**config.mk**
```make
export PLATFORM = sky130hd
export DESIGN_NAME = dns_query_builder
export DESIGN_NICKNAME = d
export VERILOG_FILES = /design/src/rtl/dqb_pkg.sv /design/src/rtl/dqb_datapath.sv /design/src/rtl/dqb_ctrl.sv /design/src/rtl/dns_query_builder.sv
export SDC_FILE = /design/constraint.sdc
export NUM_CORES = 1
export LEC_CHECK = 0
export CAP_MARGIN = 20
export CORE_MARGIN = 2
export CORE_UTILIZATION = 35
export DETAILED_ROUTE_END_ITERATION = 7
export DONT_BUFFER_PORTS = 1
export PLACE_DENSITY = 0.5
export REMOVE_ABC_BUFFERS = 1
export SYNTH_ARGS = -nofsm -noshare
export SYNTH_HDL_FRONTEND = slang
export SYNTH_SLANG_ARGS = --single-unit
```
**constraint.sdc**
```tcl
create_clock -name clk -period 5.75 [get_ports clk]
set_input_delay 1.15 -clock clk [delete_from_list [all_inputs] [get_ports clk]]
set_output_delay 1.15 -clock clk [all_outputs]
set_load 0.05 [all_outputs]
```
**src/rtl/dqb_pkg.sv**
```systemverilog
// ============================================================================
// dqb_pkg : shared types and constants of the dns query builder
// Item layouts, register indexes, character codes and the command and status
// groups between the controller and the datapath.
// ============================================================================
`default_nettype none

package dqb_pkg;

	// default longest label
	localparam int LABEL_MAX_DEF = 63;

	// special characters of a dotted name
	localparam logic [7:0] CH_DOT = 8'h2E;
	localparam logic [7:0] CH_BSL = 8'h5C;

	// configuration port
	localparam int CFG_IDX_W  = 1;
	localparam int CFG_DATA_W = 16;
	localparam logic [CFG_IDX_W-1:0] CFG_RECURSION_DESIRED = 1'b0;
	localparam logic [CFG_IDX_W-1:0] CFG_ID_BASE           = 1'b1;

	// fixed message parts
	localparam int HDR_BYTES  = 12;
	localparam int TAIL_BYTES = 5;
	localparam int SEQ_W      = 4;

	// byte count codes
	localparam logic [1:0] BC_ERR = 2'd0;
	localparam logic [1:0] BC_ONE = 2'd1;
	localparam logic [1:0] BC_TWO = 2'd2;

	typedef struct packed {
		logic        has_char;
		logic [7:0]  name_char;
		logic        is_last;
		logic [15:0] query_type;
		logic [15:0] query_class;
	} in_item_t;

	typedef struct packed {
		logic [7:0] byte_first;
		logic [7:0] byte_second;
		logic [1:0] byte_count;
		logic       message_end;
		logic       name_status;
	} out_item_t;

	typedef enum logic [2:0] {
		ST_IDLE,
		ST_DECIDE,
		ST_HDR,
		ST_LEN,
		ST_LBL,
		ST_TAIL,
		ST_CLOSE,
		ST_ERR
	} ctrl_state_t;

	typedef enum logic [1:0] {
		SRC_HDR,
		SRC_LEN,
		SRC_LBL,
		SRC_TAIL
	} byte_src_t;

	// controller to datapath
	typedef struct packed {
		logic      accept;
		logic      set_in_msg;
		logic      set_esc;
		logic      clr_esc;
		logic      set_ld;
		logic      add_en;
		logic      add_bsl;
		logic      skip_set;
		logic      skip_clr;
		logic      cnt_inc;
		logic      clear_msg;
		byte_src_t src;
		logic      push;
		logic      push_last;
		logic      close;
		logic      err;
		logic      seq_inc;
		logic      seq_clr;
		logic      lidx_inc;
		logic      flush_done;
	} cmd_t;

	// datapath to controller
	typedef struct packed {
		logic has_char;
		logic is_last;
		logic is_dot;
		logic is_bsl;
		logic in_msg;
		logic esc;
		logic labels_done;
		logic any_label;
		logic skipping;
		logic len_zero;
		logic full;
		logic lbl_end;
		logic hdr_end;
		logic tail_end;
		logic room;
		logic pend;
	} sts_t;

endpackage

`default_nettype wire

```
**src/rtl/dqb_datapath.sv**
```systemverilog
// ============================================================================
// dqb_datapath : registers, label memory and byte packer of the query builder
// Holds the current item, the message flags, the label store, the byte
// sequencer sources and the pair packer with its output register.
// ============================================================================
`default_nettype none

module dqb_datapath #(
	parameter int LABEL_MAX = dqb_pkg::LABEL_MAX_DEF
) (
	input  wire                               clk,
	input  wire                               arst_n,
	input  dqb_pkg::in_item_t                 in_item,
	input  wire                               cfg_wr_en,
	input  wire [dqb_pkg::CFG_IDX_W-1:0]      cfg_addr,
	input  wire [dqb_pkg::CFG_DATA_W-1:0]     cfg_wdata,
	input  wire                               out_ready,
	output logic                              out_valid,
	output dqb_pkg::out_item_t                out_item,
	input  dqb_pkg::cmd_t                     cmd,
	output dqb_pkg::sts_t                     sts
);

	localparam int LEN_W = $clog2(LABEL_MAX + 1);
	localparam int AW    = (LABEL_MAX > 1) ? $clog2(LABEL_MAX) : 1;
	localparam int DEPTH = 1 << AW;

	dqb_pkg::in_item_t  item_q;
	logic               rd_q;
	logic [15:0]        id_base_q;
	logic [15:0]        counter_q;
	logic [LEN_W-1:0]   len_q;
	logic [LEN_W-1:0]   lidx_q;
	logic [LEN_W-1:0]   lidx_nx;
	logic               in_msg_q;
	logic               esc_q;
	logic               ld_q;
	logic               any_q;
	logic               skip_q;
	logic [dqb_pkg::SEQ_W-1:0] seq_q;
	logic [7:0]         mem [0:DEPTH-1];
	logic [7:0]         rdata_q;
	logic [AW-1:0]      rd_addr;
	logic [7:0]         add_byte;
	logic [15:0]        id;
	logic [7:0]         hdr_byte;
	logic [7:0]         tail_byte;
	logic [7:0]         cur_byte;
	logic               pend_q;
	logic [7:0]         pend_b_q;
	logic               out_valid_q;
	logic               load_out;
	dqb_pkg::out_item_t out_q;

	// item capture
	always_ff @(posedge clk) begin
		if (cmd.accept) begin
			item_q <= in_item;
		end
	end

	// configuration registers
	always_ff @(posedge clk or negedge arst_n) begin
		if (!arst_n) begin
			rd_q      <= 1'b1;
			id_base_q <= '0;
		end else if (cfg_wr_en) begin
			unique case (cfg_addr)
				dqb_pkg::CFG_RECURSION_DESIRED: rd_q      <= cfg_wdata[0];
				dqb_pkg::CFG_ID_BASE:           id_base_q <= cfg_wdata;
				default: ;
			endcase
		end
	end

	// message flags and label length
	always_ff @(posedge clk or negedge arst_n) begin
		if (!arst_n) begin
			len_q    <= '0;
			in_msg_q <= 1'b0;
			esc_q    <= 1'b0;
			ld_q     <= 1'b0;
			any_q    <= 1'b0;
		end else if (cmd.clear_msg) begin
			len_q    <= '0;
			in_msg_q <= 1'b0;
			esc_q    <= 1'b0;
			ld_q     <= 1'b0;
			any_q    <= 1'b0;
		end else begin
			if (cmd.set_in_msg) begin
				in_msg_q <= 1'b1;
			end
			if (cmd.clr_esc) begin
				esc_q <= 1'b0;
			end else if (cmd.set_esc) begin
				esc_q <= 1'b1;
			end
			if (cmd.set_ld) begin
				ld_q <= 1'b1;
			end
			if (cmd.add_en) begin
				len_q <= len_q + 1'b1;
			end else if (cmd.flush_done) begin
				len_q <= '0;
				any_q <= 1'b1;
			end
		end
	end

	// skip flag and per-name counter
	always_ff @(posedge clk or negedge arst_n) begin
		if (!arst_n) begin
			skip_q    <= 1'b0;
			counter_q <= '0;
		end else begin
			if (cmd.skip_set) begin
				skip_q <= 1'b1;
			end else if (cmd.skip_clr) begin
				skip_q <= 1'b0;
			end
			if (cmd.cnt_inc) begin
				counter_q <= counter_q + 16'd1;
			end
		end
	end

	// sequence counters for header, tail and label reads
	always_ff @(posedge clk or negedge arst_n) begin
		if (!arst_n) begin
			seq_q  <= '0;
			lidx_q <= '0;
		end else begin
			if (cmd.seq_clr) begin
				seq_q <= '0;
			end else if (cmd.seq_inc) begin
				seq_q <= seq_q + 1'b1;
			end
			if (cmd.flush_done) begin
				lidx_q <= '0;
			end else if (cmd.lidx_inc) begin
				lidx_q <= lidx_nx;
			end
		end
	end

	assign lidx_nx  = lidx_q + 1'b1;
	assign rd_addr  = cmd.lidx_inc ? lidx_nx[AW-1:0] : lidx_q[AW-1:0];
	assign add_byte = cmd.add_bsl ? dqb_pkg::CH_BSL : item_q.name_char;

	// label store, one write and one registered read per cycle
	always_ff @(posedge clk) begin
		if (cmd.add_en) begin
			mem[len_q[AW-1:0]] <= add_byte;
		end
		rdata_q <= mem[rd_addr];
	end

	// header and tail bytes
	assign id = id_base_q + counter_q;

	always_comb begin
		case (seq_q)
			4'd0:    hdr_byte = id[15:8];
			4'd1:    hdr_byte = id[7:0];
			4'd2:    hdr_byte = {7'd0, rd_q};
			4'd5:    hdr_byte = 8'd1;
			default: hdr_byte = 8'd0;
		endcase
	end

	always_comb begin
		case (seq_q)
			4'd1:    tail_byte = item_q.query_type[15:8];
			4'd2:    tail_byte = item_q.query_type[7:0];
			4'd3:    tail_byte = item_q.query_class[15:8];
			4'd4:    tail_byte = item_q.query_class[7:0];
			default: tail_byte = 8'd0;
		endcase
	end

	// byte source select
	always_comb begin
		unique case (cmd.src)
			dqb_pkg::SRC_HDR:  cur_byte = hdr_byte;
			dqb_pkg::SRC_LEN:  cur_byte = 8'(len_q);
			dqb_pkg::SRC_LBL:  cur_byte = rdata_q;
			dqb_pkg::SRC_TAIL: cur_byte = tail_byte;
			default:           cur_byte = 8'd0;
		endcase
	end

	// output register takes a new item on a full pair, a lone byte or an error
	assign load_out = (cmd.push && (pend_q || cmd.push_last)) || (cmd.close && pend_q)
		|| cmd.err;

	// pair packer control and output valid
	always_ff @(posedge clk or negedge arst_n) begin
		if (!arst_n) begin
			pend_q      <= 1'b0;
			out_valid_q <= 1'b0;
		end else begin
			if (load_out) begin
				out_valid_q <= 1'b1;
			end else if (out_ready) begin
				out_valid_q <= 1'b0;
			end
			if (cmd.push) begin
				pend_q <= !pend_q && !cmd.push_last;
			end else if (cmd.close) begin
				pend_q <= 1'b0;
			end
		end
	end

	// pair packer payload
	always_ff @(posedge clk) begin
		if (cmd.push) begin
			if (pend_q) begin
				out_q <= '{byte_first: pend_b_q, byte_second: cur_byte,
					byte_count: dqb_pkg::BC_TWO, message_end: cmd.push_last,
					name_status: 1'b0};
			end else if (cmd.push_last) begin
				out_q <= '{byte_first: cur_byte, byte_second: 8'd0,
					byte_count: dqb_pkg::BC_ONE, message_end: 1'b1,
					name_status: 1'b0};
			end else begin
				pend_b_q <= cur_byte;
			end
		end
		if (cmd.close && pend_q) begin
			out_q <= '{byte_first: pend_b_q, byte_second: 8'd0,
				byte_count: dqb_pkg::BC_ONE, message_end: 1'b0, name_status: 1'b0};
		end
		if (cmd.err) begin
			out_q <= '{byte_first: 8'd0, byte_second: 8'd0,
				byte_count: dqb_pkg::BC_ERR, message_end: 1'b1, name_status: 1'b1};
		end
	end

	assign out_valid = out_valid_q;
	assign out_item  = out_q;

	// status towards the controller
	always_comb begin
		sts.has_char    = item_q.has_char;
		sts.is_last     = item_q.is_last;
		sts.is_dot      = (item_q.name_char == dqb_pkg::CH_DOT);
		sts.is_bsl      = (item_q.name_char == dqb_pkg::CH_BSL);
		sts.in_msg      = in_msg_q;
		sts.esc         = esc_q;
		sts.labels_done = ld_q;
		sts.any_label   = any_q;
		sts.skipping    = skip_q;
		sts.len_zero    = (len_q == '0);
		sts.full        = (len_q >= LEN_W'(LABEL_MAX));
		sts.lbl_end     = (lidx_nx == len_q);
		sts.hdr_end     = (seq_q == dqb_pkg::SEQ_W'(dqb_pkg::HDR_BYTES - 1));
		sts.tail_end    = (seq_q == dqb_pkg::SEQ_W'(dqb_pkg::TAIL_BYTES - 1));
		sts.room        = !out_valid_q || out_ready;
		sts.pend        = pend_q;
	end

endmodule

`default_nettype wire

```
**src/rtl/dqb_ctrl.sv**
```systemverilog
// ============================================================================
// dqb_ctrl : controller of the dns query builder
// Decodes each item against the message flags and then steps the datapath
// through header, label flush, tail, pair close and error result.
// ============================================================================
`default_nettype none

module dqb_ctrl (
	input  wire                  clk,
	input  wire                  arst_n,
	input  wire                  in_valid,
	output logic                 in_ready,
	input  dqb_pkg::sts_t        sts,
	output dqb_pkg::cmd_t        cmd
);

	dqb_pkg::ctrl_state_t state_q;
	dqb_pkg::ctrl_state_t state_d;
	logic flush_q, tail_q, bad_q;
	logic flush_d, tail_d, bad_d;

	// state and plan registers
	always_ff @(posedge clk or negedge arst_n) begin
		if (!arst_n) begin
			state_q <= dqb_pkg::ST_IDLE;
			flush_q <= 1'b0;
			tail_q  <= 1'b0;
			bad_q   <= 1'b0;
		end else begin
			state_q <= state_d;
			flush_q <= flush_d;
			tail_q  <= tail_d;
			bad_q   <= bad_d;
		end
	end

	// next state and commands
	always_comb begin
		logic bad1, add_chr, set_esc, clr_esc_c, set_ld, flush_dot;
		logic esc_after, trail, bad2, bad, add_any, tail, flush;

		// character decode
		bad1      = 1'b0;
		add_chr   = 1'b0;
		set_esc   = 1'b0;
		clr_esc_c = 1'b0;
		set_ld    = 1'b0;
		flush_dot = 1'b0;
		if (sts.has_char) begin
			if (sts.labels_done) begin
				bad1 = 1'b1;
			end else if (sts.esc) begin
				clr_esc_c = 1'b1;
				add_chr   = 1'b1;
				bad1      = sts.full;
			end else if (sts.is_bsl) begin
				set_esc = 1'b1;
			end else if (sts.is_dot) begin
				if (sts.len_zero) begin
					if (sts.any_label) begin
						bad1 = 1'b1;
					end else begin
						set_ld = 1'b1;
					end
				end else begin
					flush_dot = 1'b1;
				end
			end else begin
				add_chr = 1'b1;
				bad1    = sts.full;
			end
		end

		// end of name: trailing backslash, final flush and tail
		esc_after = sts.has_char ? set_esc : sts.esc;
		trail     = !bad1 && sts.is_last && esc_after;
		bad2      = trail && sts.full;
		bad       = bad1 || bad2;
		add_any   = (add_chr && !bad1) || (trail && !bad2);
		tail      = !bad && sts.is_last;
		flush     = flush_dot || (tail && (!sts.len_zero || add_any));

		cmd      = '0;
		cmd.src  = dqb_pkg::SRC_HDR;
		in_ready = 1'b0;
		state_d  = state_q;
		flush_d  = flush_q;
		tail_d   = tail_q;
		bad_d    = bad_q;

		unique case (state_q)
			dqb_pkg::ST_IDLE: begin
				in_ready = 1'b1;
				if (in_valid) begin
					cmd.accept = 1'b1;
					state_d    = dqb_pkg::ST_DECIDE;
				end
			end
			dqb_pkg::ST_DECIDE: begin
				if (sts.skipping) begin
					if (sts.is_last) begin
						cmd.skip_clr = 1'b1;
						cmd.cnt_inc  = 1'b1;
					end
					state_d = dqb_pkg::ST_IDLE;
				end else begin
					cmd.set_in_msg = !sts.in_msg;
					cmd.set_esc    = set_esc;
					cmd.clr_esc    = clr_esc_c || trail;
					cmd.set_ld     = set_ld;
					cmd.add_en     = add_any;
					cmd.add_bsl    = trail;
					flush_d        = flush;
					tail_d         = tail;
					bad_d          = bad;
					if (!sts.in_msg) begin
						state_d = dqb_pkg::ST_HDR;
					end else if (flush) begin
						state_d = dqb_pkg::ST_LEN;
					end else if (tail) begin
						state_d = dqb_pkg::ST_TAIL;
					end else if (bad) begin
						state_d = dqb_pkg::ST_ERR;
					end else begin
						state_d = dqb_pkg::ST_IDLE;
					end
				end
			end
			dqb_pkg::ST_HDR: begin
				cmd.src = dqb_pkg::SRC_HDR;
				if (sts.room) begin
					cmd.push    = 1'b1;
					cmd.seq_inc = 1'b1;
					if (sts.hdr_end) begin
						cmd.seq_clr = 1'b1;
						if (flush_q) begin
							state_d = dqb_pkg::ST_LEN;
						end else if (tail_q) begin
							state_d = dqb_pkg::ST_TAIL;
						end else begin
							state_d = dqb_pkg::ST_CLOSE;
						end
					end
				end
			end
			dqb_pkg::ST_LEN: begin
				cmd.src = dqb_pkg::SRC_LEN;
				if (sts.room) begin
					cmd.push = 1'b1;
					state_d  = dqb_pkg::ST_LBL;
				end
			end
			dqb_pkg::ST_LBL: begin
				cmd.src = dqb_pkg::SRC_LBL;
				if (sts.room) begin
					cmd.push     = 1'b1;
					cmd.lidx_inc = 1'b1;
					if (sts.lbl_end) begin
						cmd.flush_done = 1'b1;
						state_d = tail_q ? dqb_pkg::ST_TAIL : dqb_pkg::ST_CLOSE;
					end
				end
			end
			dqb_pkg::ST_TAIL: begin
				cmd.src = dqb_pkg::SRC_TAIL;
				if (sts.room) begin
					cmd.push      = 1'b1;
					cmd.seq_inc   = 1'b1;
					cmd.push_last = sts.tail_end;
					if (sts.tail_end) begin
						cmd.seq_clr   = 1'b1;
						cmd.clear_msg = 1'b1;
						cmd.cnt_inc   = 1'b1;
						state_d       = dqb_pkg::ST_IDLE;
					end
				end
			end
			dqb_pkg::ST_CLOSE: begin
				if (sts.room) begin
					cmd.close = 1'b1;
					state_d   = bad_q ? dqb_pkg::ST_ERR : dqb_pkg::ST_IDLE;
				end
			end
			dqb_pkg::ST_ERR: begin
				if (sts.room) begin
					cmd.err       = 1'b1;
					cmd.clear_msg = 1'b1;
					cmd.cnt_inc   = sts.is_last;
					cmd.skip_set  = !sts.is_last;
					state_d       = dqb_pkg::ST_IDLE;
				end
			end
			default: begin
				state_d = dqb_pkg::ST_IDLE;
			end
		endcase
	end

endmodule

`default_nettype wire

```
**src/rtl/dns_query_builder.sv**
```systemverilog
// Flow: each taken item is decoded in ST_DECIDE, then its bytes are packed one a
// cycle while the output has room: the 12 header bytes of a new message, a length
// byte and the label bytes per label flush, the 5 tail bytes, then a pair close
// or an error result. The next item is taken only once the last one is through;
// the label store is read a byte a cycle.
// Reset: control state, flags and query counter clear, RD reads 1; no label clear.
// ============================================================================
// dns_query_builder : streaming dns query message encoder
// Turns a dotted name, one character per item, into a query message carried
// as byte pairs: header, length-prefixed labels, root byte, type and class.
// ============================================================================
`default_nettype none

module dns_query_builder #(
	parameter int LABEL_MAX = dqb_pkg::LABEL_MAX_DEF
) (
	input  wire                            clk,
	input  wire                            arst_n,
	input  wire                            in_valid,
	output logic                           in_ready,
	input  dqb_pkg::in_item_t              in_item,
	output logic                           out_valid,
	input  wire                            out_ready,
	output dqb_pkg::out_item_t             out_item,
	input  wire                            cfg_wr_en,
	input  wire [dqb_pkg::CFG_IDX_W-1:0]   cfg_addr,
	input  wire [dqb_pkg::CFG_DATA_W-1:0]  cfg_wdata
);

	dqb_pkg::cmd_t cmd;
	dqb_pkg::sts_t sts;

	// sequencing
	dqb_ctrl u_ctrl (
		.clk      (clk),
		.arst_n   (arst_n),
		.in_valid (in_valid),
		.in_ready (in_ready),
		.sts      (sts),
		.cmd      (cmd)
	);

	// storage and byte path
	dqb_datapath #(
		.LABEL_MAX (LABEL_MAX)
	) u_datapath (
		.clk       (clk),
		.arst_n    (arst_n),
		.in_item   (in_item),
		.cfg_wr_en (cfg_wr_en),
		.cfg_addr  (cfg_addr),
		.cfg_wdata (cfg_wdata),
		.out_ready (out_ready),
		.out_valid (out_valid),
		.out_item  (out_item),
		.cmd       (cmd),
		.sts       (sts)
	);

	// no half pair may be left over when a new item is taken
	a_no_pend_idle: assert property (@(posedge clk) disable iff (!arst_n)
		in_ready |-> !sts.pend)
		else $error("byte pair left open between items");

	// skipping a bad name never overlaps an open message
	a_skip_no_msg: assert property (@(posedge clk) disable iff (!arst_n)
		!(sts.skipping && sts.in_msg))
		else $error("skipping while a message is open");

	// an error result carries no bytes and ends the message
	a_err_shape: assert property (@(posedge clk) disable iff (!arst_n)
		(out_valid && out_item.name_status) |->
			(out_item.byte_count == dqb_pkg::BC_ERR && out_item.message_end))
		else $error("malformed error result");

	// a push is never commanded together with an error result or a pair close
	a_one_load: assert property (@(posedge clk) disable iff (!arst_n)
		!(cmd.push && (cmd.err || cmd.close)))
		else $error("two loads of the output register at once");

endmodule

`default_nettype wire

```
# After elaboration in Yosys (flattened, before gate mapping)
# Memories as Yosys holds them, arrays and structs flattened. A register that Yosys moved wholly into a read port is not among the register bits.
# Cells that the tools add are included.
# W data, S select, Z words.
[classes]
add_sub_neg = 5
n_lt_le_gt_ge = 1
n_eq_ne = 30
mux = 114
bitwise = 4
n_reduce_logical = 53
[op_table]
columns = ["operator", "n"]
rows = [
  ["$pmux W8 S4", 3],
  ["$mux W20", 4],
  ["$mux W1", 64],
  ["$mux W3", 17],
  ["$mux W6", 7],
  ["$pmux W3 S8", 1],
  ["$mux W2", 11],
  ["$ne A2 B2 Y1 const B", 10],
  ["$reduce_bool A2 Y1", 9],
  ["$add A16 B1 Y16 const B", 1],
  ["$add A16 B16 Y16", 1],
  ["$add A6 B1 Y6 const B", 2],
  ["$eq A3 B3 Y1 const B", 4],
  ["$pmux W3 S4", 1],
  ["$reduce_and A2 Y1", 6],
  ["$logic_and A1 B1 Y1", 10],
  ["$reduce_and A10 Y1", 1],
  ["$logic_not A1 Y1", 9],
  ["$logic_or A1 B1 Y1", 9],
  ["$reduce_bool A3 Y1", 3],
  ["$eq A4 B2 Y1 const B", 2],
  ["$eq A4 B3 Y1 const B", 2],
  ["$eq A8 B6 Y1 const B", 1],
  ["$eq A8 B7 Y1 const B", 1],
  ["other kinds (22)", 28],
]
[totals]
ff_bits = 132
mem_bits_rw = 512
input_bits = 64
out_inout_bits = 22
elab_cells = 237
n_memories = 1
[memory_table]
columns = ["name", "depth", "word_bits", "read_ports", "rd_ports_with_merged_regs", "wr", "line_no", "source"]
rows = [
  ["u_datapath.mem", 64, 8, 1, 1, 1, "dqb_datapath.sv:41", "logic [7:0] mem [0:DEPTH-1];"],
]

# Depth between registers and ports, before layout
# Gate-level depths: netlist of run 1.
[depth]
ltp_word = 21
ltp_mapped = 11
ltp_nobuf = 10

# Hierarchy
# Synthesis of run 1 repeated with hierarchy kept, for this count alone.
[unflattened]
hier_cells = 2089
hier_area_um2 = 31594.1
[modules_own_cells]
columns = ["mod", "n_inst", "cells_each", "area_per_inst_um2", "seq_area_each_um2"]
rows = [
  ["dqb_datapath", 1, 1980, 30797.0, 18839.3],
  ["dqb_ctrl", 1, 109, 797.0, 150.1],
]

# Worst setup path before layout of run 1
# OpenSTA, ideal clock, no wires.
[synth_path]
path_type = "input to register"
start = "input port in_valid"
end = "register u_datapath.item_q[0] (netlist bit), enable pin"
setup_ns = 0.493
t_arrival_ns = 4.095
required_time_ns = 5.257
path_slack_ns = 1.161
stages = 2
path_cell_list = "nand2_1 > nor3_1"
[synth_lines]
columns = ["item", "line_no", "source"]
rows = [
  ["from (decl)", "dns_query_builder.sv:19", "input wire in_valid,"],
  ["to (signal assigned)", "dqb_datapath.sv:58", "item_q <= in_item;"],
  ["to (decl)", "dqb_datapath.sv:28", "dqb_pkg::in_item_t item_q;"],
]

# Worst setup path in the final report of run 1
[layout_path]
start = "register u_ctrl.state_q[2]"
end = "register u_datapath.rdata_q[1], read port of u_datapath.mem"
[layout_via]
elab_chain_cells = 3
[layout_rtl]
columns = ["item", "line_no", "source"]
rows = [
  ["from (decl)", "dqb_ctrl.sv:17", "dqb_pkg::ctrl_state_t state_q;"],
  ["from (signal assigned)", "dqb_ctrl.sv:25", "state_q <= dqb_pkg::ST_IDLE;"],
  ["from (signal assigned)", "dqb_ctrl.sv:30", "state_q <= state_d;"],
  ["$eq A3 B3 Y1", "dqb_ctrl.sv:91", "unique case (state_q)"],
  ["$mux W2", "dqb_ctrl.sv:91", ""],
  ["$mux W6", "--", ""],
  ["to (decl)", "dqb_datapath.sv:42", "logic [7:0] rdata_q;"],
]
# No other way between the ends.
# A chain may end at the register's enable or synchronous reset.

==> flow_metrics.tcl, run 1 <==
set metrics [dict create \
    synth_most_common_cell "edfxtp_1" \
    cts_max_path_buffers 3 \
    vias 17821 \
    switchingPower_w 0.006188 \
    dieHeight_um 287.0 \
    die_x_um 287.0 \
    final_cells 3145 \
    post_cts_buffers 0 \
    drt_first_pass_iters 7 \
    topRoutingLayerUsed "met5" \
    drc_errors 0 \
    synth_top_area_share_pct 60.19 \
    rr_endpoint "u_datapath.rdata_q[1]" \
    internal_power_w 0.01001 \
    cts.sinks 652 \
    status "complete, no violations" \
    reg2reg_from "u_ctrl.state_q[2]" \
    ys_types 82 \
    grt_pass1_wl_um 120200 \
    postCtsHoldBufs 0 \
    cts.clk_slew.worst_paths_ps 60 \
    htree_levels 3 \
    io_pins 86 \
    synth.area.top_cells "edfxtp_1 60%, dfrtp_1 5.4%, a211oi_1 4.0%, and3_1 3.1%, mux2i_1 2.6%" \
    cts_made_buffers 72 \
    finalMaxSlewViolations 0 \
    relSlewSlack_pct 11.87 \
    cts_tree "yes" \
    cp_data_required_time_ps 6290 \
    fmax_ghz 0.2238 \
    avgViaCountPerCell 5.666 \
    final.period_utilization_pct 77.72 \
    leakage_nw 10.82 \
    antenna_left 0 \
    dp.cells 3009 \
    skew_ps 23.55 \
    grt-ovfl-total 0 \
    min_path_type "in2async" \
    synth_top_area_cell "edfxtp_1" \
    grt_antenna_before_repair 2 \
    cts-root-buf "clkbuf_16" \
    worst_pin_slew_ps 1322 \
    critPathMaxFanout 28 \
    wl_met2_um 39210 \
    rsz0062_at_grt "false" \
    final_nets 2126 \
    synthCells 2043 \
    first_iter_violations 1580 \
    r2r_cells 8 \
    syn_area_um2 28040 \
    synthTopCellsByCount "562 x edfxtp_1, 148 x a211oi_1, 142 x nor2_1" \
    ys.warnings.count 0 \
    syn_area_per_cell_um2 13.72 \
    n_fill_cell 7347 \
    ir_worst_vdd_uv 300.5 \
    cts_resized 0 \
    power-per-cell-area_nw_per_um2 513.9 \
    ys_seq_area_share_pct 67.72 \
    pwr-share-seq_pct 37.6 \
    wl_met1_um 35630 \
    finalPower_w 0.01620 \
    dp_hpwl_um 50950 \
    grt_max_degree 146 \
    track_usage_pct 19.51 \
    crit_type "reg2reg" \
    routabilityCongestion 0.8756 \
    reg2reg_slack_ps 1280 \
    grt_pass1_vias 17701 \
    hold_violations 0 \
    drive_gt1_share_pct 10.08 \
    critical_path_arrival_ps 5010 \
    fp-row-count 103 \
    core-area_um2 79130 \
    cp-start-kind "flip-flop" \
    clock_power_share_pct 27.4 \
    initial_utilization_pct 35.44 \
    swShare_pct 38.20 \
    io_buffers 0 \
    finalSetupTns_ps 0 \
    cap_violations 0 \
    worstSkewPairLatency_ps 610 \
    setup_viol 0 \
    synth_edf_count 562 \
    area_delta_synth_final_pct 12.44 \
    min_period_ps 4469 \
    met3_length_um 4494 \
    yosys_register_bits 652 \
    async_reset_ff_share_pct 9.509 \
    wl_per_cell_um 25.86 \
    wl_um 81330 \
    pwr-share-comb_pct 35.1 \
    die_area_um2 82390 \
    ys.flop_type "edfxtp_1" \
    worstSetupEndpointType "flip-flop" \
]
==> power groups by stage <==
| stage | clock [W] | combinational [W] | sequential, W |
|---|---|---|---|
| 2_1_floorplan | 0 | 0.00365 | 0.00607 |
| 3_3_place_gp | 0 | 0.00558 | 0.00617 |
| 3_5_place_dp | 0 | 0.00563 | 0.00618 |
| 4_1_cts | 0.00452 | 0.00565 | 0.00608 |
| 5_1_grt | 0.00470 | 0.00613 | 0.00612 |
| 6_report | 0.00443 | 0.00568 | 0.00608 |
==> worst max-delay path: stages, from the launching register on <==
cell,delay [ps]
dfrtp_1,800
nor3b_2,530
nand2_1,170
a32oi_2,1070
buf_4,550
a211oi_1,100
a2111o_1,380
o2bb2ai_1,560
or4_1,200
==> layout make-up <==
| type | count | area (um2) | area share, % |
|---|---|---|---|
| clock inverters | 33 | 254.0 | 0.8057 |
| well taps | 1050 | 1314 | 4.167 |
| flip-flops and latches | 652 | 18990 | 60.23 |
| multi-input cells | 1237 | 8439 | 26.77 |
| repair buffers | 58 | 485.5 | 1.540 |
| inverters | 17 | 63.81 | 0.2024 |
| diodes | 1 | 2.502 | 0.007937 |
| clock buffers | 97 | 1978 | 6.275 |
==> cell usage in the layout (no fill, tap or decap), types with 8 or more instances in the layout <==
| cell | Yosys | final |
|---|---|---|
| a2111o_1 | 21 | 21 |
| a2111oi_0 | 22 | 21 |
| a211oi_1 | 148 | 148 |
| a21oi_1 | 56 | 56 |
| a221oi_1 | 22 | 22 |
| a22o_1 | 20 | 20 |
| a22oi_1 | 26 | 26 |
| a32o_1 | 10 | 10 |
| a32oi_1 | 17 | 16 |
| and3_1 | 139 | 139 |
| buf_4 | 5 | 46 |
| clkbuf_1 | 83 | 20 |
| clkbuf_16 | 0 | 74 |
| clkinv_1 | 1 | 16 |
| clkinv_2 | 0 | 8 |
| dfrtp_1 | 61 | 61 |
| dfxtp_1 | 28 | 28 |
| edfxtp_1 | 562 | 562 |
| ha_1 | 23 | 23 |
| inv_1 | 16 | 16 |
| mux2_2 | 17 | 17 |
| mux2i_1 | 73 | 73 |
| nand2_1 | 121 | 121 |
| nand2b_1 | 35 | 35 |
| nand3_1 | 50 | 50 |
| nand3b_1 | 8 | 8 |
| nand4_1 | 11 | 11 |
| nor2_1 | 142 | 141 |
| nor3_1 | 17 | 15 |
| o21ai_0 | 54 | 54 |
| o2bb2ai_1 | 26 | 26 |
| or4_1 | 9 | 9 |
| xnor2_1 | 24 | 24 |
| xor2_1 | 16 | 16 |
==> sequential cells by signal, summed over array words and instances, names as in the netlist, 2 cells and up <==
name                  flops
u_datapath.mem          512
u_ctrl.state_q            3
u_datapath.id_base_q     16
u_datapath.len_q          6
u_datapath.counter_q     16
u_datapath.item_q        40
u_datapath.rdata_q        8
u_datapath.sts            2
u_datapath.seq_q          4
u_datapath.out_item      20
u_datapath.pend_b_q       8
u_datapath.lidx_q         6
==> per-stage QoR <==
stage | instance area (um2) | hold slack, ps | setup slack (ps) | util, %
global placement | 29230 | 459.3 | 1068 | 36.94
finish | 31530 | 243.0 | 1281 | 39.84
global route | 31520 | 215.9 | 1242 | 39.84
detailed placement | 29250 | 489.5 | 1359 | 36.96
floorplan | 27400 | 441.3 | -3477 | -
CTS | 31480 | 202.9 | 1417 | 39.79
==> per-layer routing <==
layer | GRT usage [%] | vias to the layer above
met1 | 26.65 | 9059
met2 | 32.34 | 589
met5 | 0 | -
li1 | - | 8052
met3 | 2.992 | 119
met4 | 5.299 | 2
==> worst max-delay path by stage <==
stage | from | endpoint | slack (ps) | cells past startpoint
3_5_place_dp | out_ready | u_datapath.rdata_q[6] | 1360 | 8
2_1_floorplan | u_ctrl.state_q[2] | u_datapath.rdata_q[0] | -3480 | 7
4_1_cts | u_ctrl.state_q[2] | u_datapath.rdata_q[1] | 1420 | 8
5_1_grt | u_ctrl.state_q[2] | u_datapath.mem[9][7] | 1240 | 7
6_report | u_ctrl.state_q[2] | u_datapath.rdata_q[1] | 1280 | 8
3_3_place_gp | out_ready | u_datapath.rdata_q[3] | 1070 | 8
==> kinds of logic after synthesis <==
kind of cell	count (synthesis)	share of synthesized area [%]
AOI/OAI and AO/OA	495	13.28
adders and majority gates	24	1.098
xor gates and xnor gates	40	1.249
buffers and inverters	154	2.517
muxes	90	3.289
DFF	652	67.72
and+or+nand+nor	588	10.84
Note: power is estimated with default switching activity, not from simulation.
==> run 2: changes to the inputs <==
Settings changed: PLACE_DENSITY 0.5 to 0.52.
Clock period 5.75 ns to 3.82 ns, I/O delays scaled along.
==> flow_metrics.tcl, run 2 (synthesized netlist as in run 1, its figures left out) <==
set metrics [dict create \
    antenna_cells 0 \
    reg2reg_slack_ps 280 \
    die_x_um 287.0 \
    grt_pass1_wl_um 119700 \
    track_usage_pct 19.29 \
    min_path_type "in2async" \
    fin_hold_ws_ps 13.60 \
    grt_pass1_vias 17900 \
    finalMaxSlewViolations 0 \
    worst_pin_slew_ps 1036 \
    ir_worst_vdd_uv 515.6 \
    finalSetupTns_ps 0 \
    n_fill_cell 7310 \
    cts.sinks 652 \
    cts_tree "yes" \
    dieHeight_um 287.0 \
    layout_commonest_cell "edfxtp_1" \
    skew_ps 28.90 \
    crit_type "reg2reg" \
    wl_per_cell_um 24.80 \
    ff_latch_area_um2 18990 \
    status "complete, no violations" \
    setup_viol 0 \
    drt_first_pass_iters 5 \
    area_delta_synth_final_pct 15.38 \
    io_pins 86 \
    crit_path_frequent_cell "buf_4" \
    cp_data_required_time_ps 4380 \
    min_period_ps 3544 \
    grt_antenna_before_repair 1 \
    r2r_cells 9 \
    reg2reg_from "u_ctrl.state_q[2]" \
    first_iter_violations 1625 \
    endpoint "u_datapath.rdata_q[3]" \
    final_cells 3241 \
    relSlewSlack_pct 29.15 \
    avgViaCountPerCell 5.584 \
    final_nets 2224 \
    hold_violations 0 \
    routabilityCongestion 0.8364 \
    grt-ovfl-total 0 \
    drc_errors 0 \
    initial_utilization_pct 35.44 \
    vias 18099 \
    slowest_stage "a2111oi_0" \
    dp.cells 3111 \
    final.period_utilization_pct 92.78 \
    rsz0062_at_grt "false" \
    critPathMaxFanout 28 \
    power-per-cell-area_nw_per_um2 764.7 \
    rr_endpoint "u_datapath.rdata_q[3]" \
    crit_chain "nor3b_2 -> buf_4 -> and3_1 -> a32oi_2 -> buf_4 -> a211oi_1 -> a2111oi_0 -> o2bb2ai_1 -> or4_1" \
    antenna_left 0 \
    cts-root-buf "clkbuf_16" \
    drive_gt1_share_pct 14.10 \
    cts_max_path_buffers 3 \
    worstSetupEndpointType "flip-flop" \
    multi_input_area_um2 8438 \
    cts_made_buffers 72 \
    critical_path_arrival_ps 4100 \
    slowest_delay_ps 830 \
    dp_hpwl_um 51560 \
    startpoint "u_ctrl.state_q[2]" \
    wl_um 80380 \
    fmax_ghz 0.2821 \
    grt_max_degree 78 \
    leakage_nw 11.36 \
    cts.clk_slew.worst_paths_ps 60 \
    core-area_um2 79130 \
    largest_register_ffs 512 \
    post-route-util_pct 40.88 \
    htree_levels 3 \
    worstSkewPairLatency_ps 630 \
    cap_violations 0 \
    fp-row-count 103 \
    io_buffers 0 \
    layout_common_cells "562 x edfxtp_1, 148 x a211oi_1, 141 x nor2_1, 141 x buf_4, 139 x and3_1" \
    cp-start-kind "flip-flop" \
    die_area_um2 82390 \
]
==> run 2: worst min-delay path by stage <==
| stage | from | end | slack, ps | cells after the start |
|---|---|---|---|---|
| after floorplan | u_ctrl.bad_q | u_ctrl.bad_q | 440 | 2 |
| after global routing | arst_n | u_datapath.counter_q[2] | 30 | 1 |
| after detailed placement | arst_n | u_datapath.id_base_q[6] | 470 | 0 |
| after global placement | u_ctrl.bad_q | u_ctrl.bad_q | 460 | 2 |
| final | arst_n | u_datapath.counter_q[1] | 10 | 1 |
| after CTS | arst_n | u_datapath.lidx_q[0] | 20 | 1 |
==> run 2: critical path: cells and delay by family, from the launching register on <==
kind | cells | cell delay (ps)
AOI/OAI and AO/OA | 4 | 1790
buffers and inverters | 2 | 680
DFF | 1 | 390
and+or+nand+nor | 3 | 560
==> run 2: cell type report <==
class                           instances  share of cell area (%)
Multi-Input combinational cell       1237                   26.08
Timing Repair Buffer                  156                   4.131
Tap cell                             1050                   4.061
Clock inverter                         39                  0.9205
Clock buffer                           90                   5.910
Sequential cell                       652                   58.70
Inverter                               17                  0.1972
==> run 2: power breakdown <==
group	internal, W	switching, W	total (W)	leakage, nW
combinational	0.00324	0.00581	0.00904	4.22
clock	0.00377	0.00285	0.00661	1.07
sequential	0.00830	0.000777	0.00908	6.07
total	0.0153	0.00943	0.0247	11.4
==> run 2: routing by layer <==
layer | share of wire, % | up-vias | track usage [%]
met3 | 5.5 | 107 | 3.087
met5 | 0 | - | 0
met1 | 44 | 9218 | 26.41
met2 | 49 | 529 | 32.10
li1 | - | 8245 | -
met4 | 2.1 | 0 | 4.701
==> run 2: repair_timing <==
action / in CTS / in global routing
gates resized for setup: 0 / 0
buffers inserted: 0 / 0
endpoints found under the hold margin: 62 / 0
hold buffers: 1 / 0
==> run 2: metrics by stage <==
step / area (um2) / worst slack (ps) / total power (W)
finish: 32350 / 275.8 / 0.02474
global route: 32350 / 97.52 / 0.02584
CTS: 32350 / 320.9 / 0.02487
detailed placement: 30110 / 168.0 / 0.01819
global placement: 30100 / 194.9 / 0.01810
floorplan: 27400 / -5407 / 0.01428
==> run 3: changes to the inputs <==
Settings changed: CTS_BUF_LIST set to sky130_fd_sc_hd__clkbuf_8.
==> flow_metrics.tcl, run 3 (synthesized netlist as in run 1, its figures left out) <==
set metrics [dict create \
    status "complete, no violations" \
    finalMaxSlewViolations 0 \
    drive_gt1_share_pct 15.66 \
    drt_first_pass_iters 5 \
    vias 18339 \
    post-route-util_pct 40.57 \
    swShare_pct 39.70 \
    slowest_stage "a2111oi_0" \
    finalPower_w 0.02377 \
    die_x_um 287.0 \
    fmax_ghz 0.2787 \
    cp-start-kind "flip-flop" \
    critical_path_arrival_ps 4250 \
    place_area_um2 30110 \
    final_cell_area_um2 32100 \
    internal_power_w 0.01433 \
    io_pins 86 \
    track_usage_pct 19.35 \
    grt_max_degree 78 \
    cap_violations 0 \
    met3_length_um 4735 \
    routabilityCongestion 0.8364 \
    final_nets 2259 \
    cts_tree "yes" \
    cts.clk_slew.worst_paths_ps 60 \
    r2r_cells 9 \
    cts_made_buffers 106 \
    final.period_utilization_pct 93.94 \
    worst_pin_slew_ps 1053 \
    ff_latch_area_um2 18990 \
    fp-row-count 103 \
    pwr-share-seq_pct 38.2 \
    layout_commonest_cell "edfxtp_1" \
    fin_hold_ws_ps 127.2 \
    n_fill_cell 7392 \
    post_cts_buffers 0 \
    area_delta_synth_final_pct 14.48 \
    cts.sinks 652 \
    grt-ovfl-total 0 \
    core-area_um2 79130 \
    cts-root-buf "clkbuf_8" \
    io_buffers 0 \
    multi_input_area_um2 8438 \
    slowest_delay_ps 850 \
    finalWorstSetupSlack_ps 231.6 \
    rsz0062_at_grt "false" \
    worstSkewPairLatency_ps 730 \
    antenna_left 0 \
    layout_common_cells "562 x edfxtp_1, 148 x a211oi_1, 141 x nor2_1, 141 x buf_4, 139 x and3_1" \
    largest_register_ffs 512 \
    dieHeight_um 287.0 \
    wl_per_cell_um 24.44 \
    hold_violations 0 \
    grt_pass1_vias 18175 \
    wl_met1_um 35290 \
    die_area_um2 82390 \
    avgViaCountPerCell 5.540 \
    crit_type "reg2reg" \
    cts_max_path_buffers 3 \
    wl_um 80890 \
    min_period_ps 3588 \
    setup_viol 0 \
    antenna_cells 0 \
    hold_depth 0 \
    switchingPower_w 0.009435 \
    initial_utilization_pct 35.44 \
    crit_chain "nor3b_2 -> buf_4 -> and3_1 -> a32oi_2 -> buf_4 -> a211oi_1 -> a2111oi_0 -> o2bb2ai_1 -> or4_1" \
    topRoutingLayerUsed "met5" \
    clock_power_share_pct 23.7 \
    skew_ps 45.60 \
    grt_pass1_wl_um 120100 \
    dp_hpwl_um 51560 \
    cp_data_required_time_ps 4480 \
    leakage_nw 11.45 \
    crit_path_frequent_cell "buf_4" \
    pre_cts_slack_ps 168.0 \
    grt_antenna_before_repair 2 \
    wl_met2_um 38990 \
    drc_errors 0 \
    relSlewSlack_pct 28.00 \
    first_iter_violations 1737 \
    htree_levels 3 \
    worstSetupEndpointType "flip-flop" \
    pwr-share-comb_pct 38.1 \
    power-per-cell-area_nw_per_um2 740.5 \
    ir_worst_vdd_uv 482.8 \
    min_path_type "in2reg" \
    critPathMaxFanout 28 \
]
run 3: final timing paths:
check	from	to	slack [ps]
max	u_ctrl.state_q[2]	u_datapath.rdata_q[3]	230
min	in_item[28]	u_datapath.item_q[28]	130
max reg2reg	u_ctrl.state_q[2]	u_datapath.rdata_q[3]	230
min reg2reg	u_ctrl.bad_q	u_ctrl.bad_q	480
max in group asynchronous	arst_n	u_datapath.rd_q	2930
min in group asynchronous	arst_n	u_datapath.id_base_q[14]	600
run 3: what timing repair did:
action / CTS / global route
hold endpoints to repair: 62 / 0
gates resized for setup: 0 / 0
hold buffers: 2 / 0
run 3: critical path, delay by kind of cell, from the launching register on:
family,cells,cell delay [ps]
flops,1,390
simple gates,3,560
buf+inv,2,680
compound gates,4,1840
run 3: layout make-up:
type	count	share of cell area (%)
clock inverters	81	1.095
clock buffers	116	4.974
well taps	1050	4.093
inverters	17	0.1988
flip-flops and latches	652	59.16
multi-input cells	1237	26.29
repair buffers	157	4.194
run 3: routing by layer:
metal  track usage (%)  vias to the layer above
met4             5.612                        2
met3             3.246                      126
met5                 0                        -
li1                  -                     8326
met2             31.81                      563
met1             26.36                     9322
run 3: stage by stage:
step | setup TNS (ps) | cells
final | 0 | 3310
after global routing | 0 | 3310
after CTS | 0 | 3310
after detailed placement | 0 | 3111
after global placement | 0 | 3108
after floorplan | -65250 | 1906
run 3: power groups by stage:
stage | Sequential (W) | Clock [W] | Combinational, W
after floorplan | 0.00913 | 0 | 0.00515
after global placement | 0.00921 | 0 | 0.00889
after detailed placement | 0.00922 | 0 | 0.00898
after CTS | 0.00908 | 0.00577 | 0.00904
after global routing | 0.00911 | 0.00606 | 0.00971
final | 0.00908 | 0.00563 | 0.00907
